===== config.mk =====
export PLATFORM = sky130hd
export DESIGN_NAME = transponder_page_frame_check_core
export DESIGN_NICKNAME = d
export VERILOG_FILES = /design/src/rtl/tpfc_pkg.sv /design/src/rtl/tpfc_ram.sv /design/src/rtl/tpfc_datapath.sv /design/src/rtl/tpfc_ctrl.sv /design/src/rtl/transponder_page_frame_check_core.sv
export SDC_FILE = /design/constraint.sdc
export NUM_CORES = 1
export LEC_CHECK = 0
export ABC_AREA = 1
export ABC_CLOCK_PERIOD_IN_PS = 1900
export BUFFER_PORTS_ARGS = -buffer_cell sky130_fd_sc_hd__clkbuf_2
export CAP_MARGIN = 0
export CORE_UTILIZATION = 55
export DETAILED_ROUTE_END_ITERATION = 12
export PLACE_DENSITY = 0.76
export SYNTH_ARGS = -nofsm -noshare
export SYNTH_HDL_FRONTEND = slang
export SYNTH_HIERARCHICAL = 1
export SYNTH_SLANG_ARGS = --single-unit

===== constraint.sdc =====
create_clock -name aclk -period 1.9 [get_ports aclk]
set_input_delay 0.38 -clock aclk [delete_from_list [all_inputs] [get_ports aclk]]
set_output_delay 0.38 -clock aclk [all_outputs]
set_load 0.005 [all_outputs]

===== src/rtl/tpfc_pkg.sv =====
// Types, constants and CRC function for the transponder page frame check.
`timescale 1ns / 1ps

package tpfc_pkg;

    localparam logic [15:0] CRC_POLY = 16'h8408;

    localparam logic [1:0] STATUS_OK        = 2'd0;
    localparam logic [1:0] STATUS_DIAG_ZERO = 2'd1;
    localparam logic [1:0] STATUS_START_ZERO = 2'd2;
    localparam logic [1:0] STATUS_CRC_BAD   = 2'd3;

    localparam logic [3:0] POS_DIAG   = 4'd0;
    localparam logic [3:0] POS_START  = 4'd1;
    localparam logic [3:0] POS_DATA0  = 4'd2;
    localparam logic [3:0] POS_DATA7  = 4'd9;
    localparam logic [3:0] POS_CRC_LO = 4'd10;
    localparam logic [3:0] POS_CRC_HI = 4'd11;

    localparam int DATA_BYTES = 8;
    localparam int DATA_AW    = 3;

    typedef struct packed {
        logic               crc_clr;
        logic               page_ld;
        logic               data_wr;
        logic [DATA_AW-1:0] wr_addr;
        logic               crc_low_ld;
        logic               load_fail;
        logic [1:0]         fail_status;
        logic               load_data;
        logic               last;
        logic [DATA_AW-1:0] emit_idx;
        logic [DATA_AW-1:0] rd_addr;
    } tpfc_cmd_t;

    typedef struct packed {
        logic rx_zero;
        logic crc_match;
        logic out_free;
    } tpfc_sts_t;

    // Reflected CRC-16, one byte.
    function automatic logic [15:0] crc_feed(input logic [15:0] crc, input logic [7:0] b);
        logic [15:0] c;
        c = crc ^ {8'h00, b};
        for (int k = 0; k < 8; k++) begin
            if (c[0]) begin
                c = (c >> 1) ^ CRC_POLY;
            end else begin
                c = c >> 1;
            end
        end
        return c;
    endfunction

endpackage


===== src/rtl/tpfc_ram.sv =====
// Generic single-write, single-read RAM with registered read data.
`timescale 1ns / 1ps

module tpfc_ram #(
    parameter int WIDTH = 8,
    parameter int DEPTH = 8
) (
    input  logic                     aclk,
    input  logic                     we,
    input  logic [$clog2(DEPTH)-1:0] waddr,
    input  logic [WIDTH-1:0]         wdata,
    input  logic [$clog2(DEPTH)-1:0] raddr,
    output logic [WIDTH-1:0]         rdata
);

    logic [WIDTH-1:0] mem_reg [DEPTH];
    logic [WIDTH-1:0] rdata_reg;

    always_ff @(posedge aclk) begin
        if (we) begin
            mem_reg[waddr] <= wdata;
        end
        rdata_reg <= mem_reg[raddr];
    end

    assign rdata = rdata_reg;

endmodule


===== src/rtl/tpfc_datapath.sv =====
// Datapath: CRC accumulator, page and CRC byte registers, data store and result register.
`timescale 1ns / 1ps

module tpfc_datapath (
    input  logic               aclk,
    input  logic               aresetn,
    input  logic [7:0]         rx_byte,
    input  logic [1:0]         page_number,
    input  tpfc_pkg::tpfc_cmd_t cmd,
    output tpfc_pkg::tpfc_sts_t sts,
    input  logic               m_ready,
    output logic               m_valid,
    output logic [3:0]         m_tag_index,
    output logic [7:0]         m_tag_byte,
    output logic [1:0]         m_status,
    output logic               m_last
);
    import tpfc_pkg::*;

    logic [15:0] crc_reg, crc_next;
    logic [1:0]  page_reg;
    logic [7:0]  crc_low_reg;
    logic [7:0]  inv_byte;
    logic [7:0]  rd_data;

    logic       valid_reg, valid_next;
    logic [3:0] index_reg;
    logic [7:0] byte_reg;
    logic [1:0] status_reg;
    logic       last_reg;

    assign inv_byte = ~rx_byte;

    assign sts.rx_zero   = (rx_byte == 8'h00);
    assign sts.crc_match = (crc_reg[7:0] == crc_low_reg) && (crc_reg[15:8] == inv_byte);
    assign sts.out_free  = !valid_reg || m_ready;

    always_comb begin
        crc_next = crc_reg;
        if (cmd.crc_clr) begin
            crc_next = 16'h0000;
        end else if (cmd.data_wr) begin
            crc_next = crc_feed(crc_reg, inv_byte);
        end
    end

    tpfc_ram #(
        .WIDTH(8),
        .DEPTH(DATA_BYTES)
    ) u_store (
        .aclk (aclk),
        .we   (cmd.data_wr),
        .waddr(cmd.wr_addr),
        .wdata(inv_byte),
        .raddr(cmd.rd_addr),
        .rdata(rd_data)
    );

    always_comb begin
        valid_next = valid_reg;
        if (cmd.load_fail || cmd.load_data) begin
            valid_next = 1'b1;
        end else if (m_ready) begin
            valid_next = 1'b0;
        end
    end

    always_ff @(posedge aclk) begin
        if (!aresetn) begin
            crc_reg   <= 16'h0000;
            page_reg  <= 2'd1;
            valid_reg <= 1'b0;
        end else begin
            crc_reg   <= crc_next;
            valid_reg <= valid_next;
            if (cmd.page_ld) begin
                page_reg <= page_number;
            end
        end
    end

    always_ff @(posedge aclk) begin
        if (cmd.crc_low_ld) begin
            crc_low_reg <= inv_byte;
        end
        if (cmd.load_fail) begin
            index_reg  <= 4'd0;
            byte_reg   <= 8'h00;
            status_reg <= cmd.fail_status;
            last_reg   <= 1'b1;
        end else if (cmd.load_data) begin
            // 7 - n + 8 * (page - 1), modulo 16
            index_reg  <= {~page_reg[0], ~cmd.emit_idx};
            byte_reg   <= rd_data;
            status_reg <= STATUS_OK;
            last_reg   <= cmd.last;
        end
    end

    assign m_valid     = valid_reg;
    assign m_tag_index = index_reg;
    assign m_tag_byte  = byte_reg;
    assign m_status    = status_reg;
    assign m_last      = last_reg;

endmodule


===== src/rtl/tpfc_ctrl.sv =====
// Controller: byte position sequencing, abort handling and result emission.
`timescale 1ns / 1ps

module tpfc_ctrl (
    input  logic                aclk,
    input  logic                aresetn,
    input  logic                s_valid,
    input  logic                frame_start,
    output logic                s_ready,
    output tpfc_pkg::tpfc_cmd_t cmd,
    input  tpfc_pkg::tpfc_sts_t sts
);
    import tpfc_pkg::*;

    typedef enum logic {
        ST_RUN,
        ST_EMIT
    } state_t;

    state_t             state_reg, state_next;
    logic [3:0]         pos_reg, pos_next;
    logic               aborted_reg, aborted_next;
    logic [DATA_AW-1:0] n_reg, n_next;

    logic       accept;
    logic [3:0] pos_eff;
    logic       aborted_eff;

    assign s_ready     = (state_reg == ST_RUN) && sts.out_free;
    assign accept      = s_valid && s_ready;
    assign pos_eff     = frame_start ? POS_DIAG : pos_reg;
    assign aborted_eff = frame_start ? 1'b0 : aborted_reg;

    always_comb begin
        state_next   = state_reg;
        pos_next     = pos_reg;
        aborted_next = aborted_reg;
        n_next       = n_reg;
        cmd          = '0;
        cmd.wr_addr  = DATA_AW'(pos_eff - POS_DATA0);
        cmd.emit_idx = n_reg;

        case (state_reg)
            ST_RUN: begin
                if (accept) begin
                    cmd.crc_clr = frame_start;
                    cmd.page_ld = frame_start;
                    if (frame_start) begin
                        aborted_next = 1'b0;
                        pos_next     = POS_DIAG;
                    end
                    if (!aborted_eff) begin
                        if (pos_eff == POS_DIAG) begin
                            if (sts.rx_zero) begin
                                aborted_next    = 1'b1;
                                cmd.load_fail   = 1'b1;
                                cmd.fail_status = STATUS_DIAG_ZERO;
                            end else begin
                                pos_next = POS_START;
                            end
                        end else if (pos_eff == POS_START) begin
                            if (sts.rx_zero) begin
                                aborted_next    = 1'b1;
                                cmd.load_fail   = 1'b1;
                                cmd.fail_status = STATUS_START_ZERO;
                            end else begin
                                pos_next = POS_DATA0;
                            end
                        end else if (pos_eff inside {[POS_DATA0:POS_DATA7]}) begin
                            cmd.data_wr = 1'b1;
                            pos_next    = pos_eff + 4'd1;
                        end else if (pos_eff == POS_CRC_LO) begin
                            cmd.crc_low_ld = 1'b1;
                            pos_next       = POS_CRC_HI;
                        end else begin
                            aborted_next = 1'b1;
                            pos_next     = POS_DIAG;
                            if (pos_eff == POS_CRC_HI && sts.crc_match) begin
                                state_next = ST_EMIT;
                                n_next     = '0;
                            end else begin
                                cmd.load_fail   = 1'b1;
                                cmd.fail_status = STATUS_CRC_BAD;
                            end
                        end
                    end
                end
            end
            ST_EMIT: begin
                if (sts.out_free) begin
                    cmd.load_data = 1'b1;
                    cmd.last      = (n_reg == DATA_AW'(DATA_BYTES - 1));
                    n_next        = n_reg + 1'b1;
                    if (n_reg == DATA_AW'(DATA_BYTES - 1)) begin
                        state_next = ST_RUN;
                        n_next     = '0;
                    end
                end
            end
            default: begin
                state_next = ST_RUN;
            end
        endcase

        cmd.rd_addr = n_next;
    end

    always_ff @(posedge aclk) begin
        if (!aresetn) begin
            state_reg   <= ST_RUN;
            pos_reg     <= POS_DIAG;
            aborted_reg <= 1'b1;
            n_reg       <= '0;
        end else begin
            state_reg   <= state_next;
            pos_reg     <= pos_next;
            aborted_reg <= aborted_next;
            n_reg       <= n_next;
        end
    end

endmodule


===== src/rtl/transponder_page_frame_check_core.sv =====
// Top level of the transponder page frame check: controller plus datapath.
// A failure item is presented in the cycle after its byte. Ok page: after the last CRC byte
// the controller enters its emit state and sends the 8 data items from the data store read
// port, one item per cycle while the result register is free; input waits meanwhile.
// Throughput: one byte per cycle while no page is emitted and the result register is free.
// Reset (aresetn low, synchronous) clears control state; the data store is not cleared.
`timescale 1ns / 1ps

module transponder_page_frame_check_core (
    input  logic       aclk,
    input  logic       aresetn,
    input  logic       s_valid,
    output logic       s_ready,
    input  logic [7:0] s_rx_byte,
    input  logic [1:0] s_page_number,
    input  logic       s_frame_start,
    output logic       m_valid,
    input  logic       m_ready,
    output logic [3:0] m_tag_index,
    output logic [7:0] m_tag_byte,
    output logic [1:0] m_status,
    output logic       m_last
);
    import tpfc_pkg::*;

    tpfc_cmd_t cmd;
    tpfc_sts_t sts;

    tpfc_ctrl u_ctrl (
        .aclk       (aclk),
        .aresetn    (aresetn),
        .s_valid    (s_valid),
        .frame_start(s_frame_start),
        .s_ready    (s_ready),
        .cmd        (cmd),
        .sts        (sts)
    );

    tpfc_datapath u_datapath (
        .aclk       (aclk),
        .aresetn    (aresetn),
        .rx_byte    (s_rx_byte),
        .page_number(s_page_number),
        .cmd        (cmd),
        .sts        (sts),
        .m_ready    (m_ready),
        .m_valid    (m_valid),
        .m_tag_index(m_tag_index),
        .m_tag_byte (m_tag_byte),
        .m_status   (m_status),
        .m_last     (m_last)
    );

endmodule


==> metrics.yaml <==
clockBufferDepth: 2
start_kind: "flop"
p_seq_share_pct: 45.4
min_to: "u_datapath/page_reg[0]"
layout.nets: 872
largest_register_ffs: 64
fillers: 661
hp-class: "in2reg"
via_count: 5450
antenna_found_initial: 0
maxSlewViolCount: 0
final_antenna_net_count: 0
netlist-cell-type-count: 30
synth-compound-area-share_pct: 5.64
grt_pass1_vias: 5084
violations: "setup timing"
synth_xor_area_share_pct: 1.93
synth_fa_ha_area_share_pct: 0.424
start_util_pct: 56.9
ys_seq_elements: 122
yosys.area_share.simple_pct: 26.7
peakVddDrop_mv: 0.626
avgViaCountPerCell: 5.43
n_antenna_cell: 0
place_congestion: 0.863
htreeDepth: 4
synth_area_um2: 5900
switching_share_pct: 21.8
status: "finished with violations"
grt_max_degree: 33
p_int_mw: 4.87
finalInstanceArea_um2: 7910
dp.final_hpwl_um: 9830
clk_pin_slew_ps: 60
place_area_um2: 6810
setup_violations: 30
core_area_um2: 10400
crit_path_max_incr_delay_ps: 360
clk_latency_ps: 530
fin_crit_ps: 2360
grt_setup_unrepaired: "yes"
syn_nets: 740
cp_data_arrival_time_ps: 2770
min-delay-start: "s_page_number[0]"
wl_per_cell_um: 16.3
setup_ws_ps: -460
grt_pass1_wl_um: 23500
crit_type: "reg2reg"
cts_made_buffers: 17
dieWidth_um: 106
rows: 37
drc_errors: 0
drt_iter0_drc: 443
reg2reg_depth: 16
maxSlewHeadroom_pct: 66.9
worst_pin_slew_ps: 491
post-route-period-util_pct: 124
reg2reg_slack_ps: -460
crit_top_cell: "nand2_1"
required_ps: 2310
hold_ws_ps: 82.6
worst_path_max_delay_cell: "dfxtp_1"
power_frac_comb_pct: 5.2
cts_tree: "yes"
yosysSeqAreaShare_pct: 53.9
synth_top_family_by_area: "simple AND/OR/NAND/NOR gates"
min_path_cells: 3
path_max_fanout: 6
layout-drive-gt1-share_pct: 31.7
grtUsageTotal_pct: 27.6
fmax_ghz: 0.424
dr.pass1.iters: 5
critPathCaptureType: "flop"
skew_ps: 6.12
io_pins: 32
r2r-end: "u_datapath/u_store/rdata[4]"
worstReg2RegStart: "u_datapath/crc_reg[8]"
die_h_um: 106
finalSetupTns_ps: -7520
root_buffer: "clkbuf_8"
overflow: 0
max_cap_viol_count: 0
cts_sinks: 122
dieArea_um2: 11200
synthMuxAreaShare_pct: 0
synth_area_per_cell_um2: 8.16
ctsHoldBuffers: 0
synthCells: 723
drt-total-wl_um: 16400
p_switching_mw: 1.36
clockPowerShare_pct: 49.4
p_leak_nw: 3.78
p_per_area_nw_per_um2: 787
portBuffers: 30
crit_chain: "inv_1 > nand2_1 > nand4_1 > nor3_2 > nand2_1 > nor2_2 > nand4_4 > nor3_4 > nor2_4 > clkinv_4 > clkbuf_16 > nand2_2 > nand3_2 > nand2_2 > nand2_1 > nand2_1"
hold_viol: 0
synth-warning-count: 6
area_growth_pct: 34.0
-- synthesized netlist by cell type (all sizes together) --
cell type  count  share of area, %
a31oi          2              0.21
o211ai         4              0.51
nand4          6              0.74
nand2        221                15
nand3         73               6.3
ha             2              0.42
inv          136               8.7
o21ai         29               2.5
o22ai          1              0.11
a21oi         27               2.4
nor3           7              0.78
edfxtp        74                38
dfxtp         48                16
xor2           5              0.74
xnor2          8               1.2
clkbuf         1             0.064
buf           20               2.5
nor2          59               4.0
-- how the worst max path moves through the flow --
stage | startpoint | to | slack, ps | depth (start not counted)
after floorplan | m_ready | u_datapath/u_store/mem_reg[1][0] | -120 | 8
after global placement | s_rx_byte[4] | u_datapath/u_store/rdata[4] | -360 | 16
after detailed placement | s_rx_byte[3] | u_datapath/u_store/rdata[5] | -500 | 16
after CTS | u_datapath/crc_low_reg[7] | u_datapath/u_store/rdata[0] | -320 | 16
after global routing | u_datapath/crc_low_reg[5] | u_datapath/u_store/rdata[4] | -590 | 15
final | u_datapath/crc_reg[8] | u_datapath/u_store/rdata[4] | -460 | 16
-- power groups by stage --
stage / combinational, mW / sequential (mW) / clock, mW
after floorplan: 0.150 / 2.88 / 0
after global placement: 0.289 / 2.88 / 0
after detailed placement: 0.299 / 2.88 / 0
after CTS: 0.303 / 2.83 / 3.10
after global routing: 0.351 / 2.83 / 3.22
final: 0.325 / 2.83 / 3.08
-- critical path, delay by kind of cell, from the launching register on --
kind	cells	cell delay, ps
and+or+nand+nor	13	1520
DFF	1	360
buffers and inverters	3	380
-- cell type report --
class | instances | area (um2) | share of cell area [%]
sequential | 122 | 3190 | 40.3
multi-input combinational | 444 | 2330 | 29.5
timing repair buffer | 134 | 1120 | 14.1
inverter | 136 | 538 | 6.80
clock buffer | 20 | 447 | 5.65
tap | 136 | 170 | 2.15
clock inverter | 12 | 120 | 1.52
-- cell usage in the layout, fill, tap and decap left out, drive strengths merged --
cell and instances:
edfxtp 74, nand3 73, o21ai 29, clkinv 6
nor2 59, nand4 6, nand2 221, clkbuf 54
ha 2, xor2 5, inv 137, bufinv 2
buf 100, o211ai 4, clkinvlp 3, o22ai 1
dfxtp 48, nor3 7, a31oi 2, a21oi 27
xnor2 8
-- per-stage QoR --
stage	util [%]	std cells	total power, mW	setup WS, ps
after CTS	72.5	997	6.23	-318
after global routing	76.3	1004	6.40	-590
final	76.3	1004	6.23	-460
after detailed placement	65.7	958	3.18	-504
after global placement	65.7	958	3.17	-355
after floorplan	-	723	3.03	-120
-- per-layer routing --
| layer | up-vias | GRT usage, % | wire (um) |
|---|---|---|---|
| met5 | - | 0 | 0 |
| met4 | 0 | 14.2 | 622 |
| met3 | 55 | 4.89 | 1080 |
| met2 | 252 | 48.2 | 8480 |
| met1 | 2586 | 32.6 | 6180 |
| li1 | 2557 | - | - |
-- logic make-up (layout without fill, tap and decap cells) --
family,count (synthesis),in the layout
flip-flops,122,122
AO/OA/AOI/OAI,63,63
buffers and inverters,157,302
AND/OR/NAND/NOR,366,366
adder cells (fa/ha/maj),2,2
XOR/XNOR,13,13
-- timing repair --
action,CTS,global route
buffers inserted,6,6
cloned,1,5
endpoints found under the setup margin,85,107
pin swaps,1,27
gates resized for setup,12,83
Power figures use the tool's default switching activity.
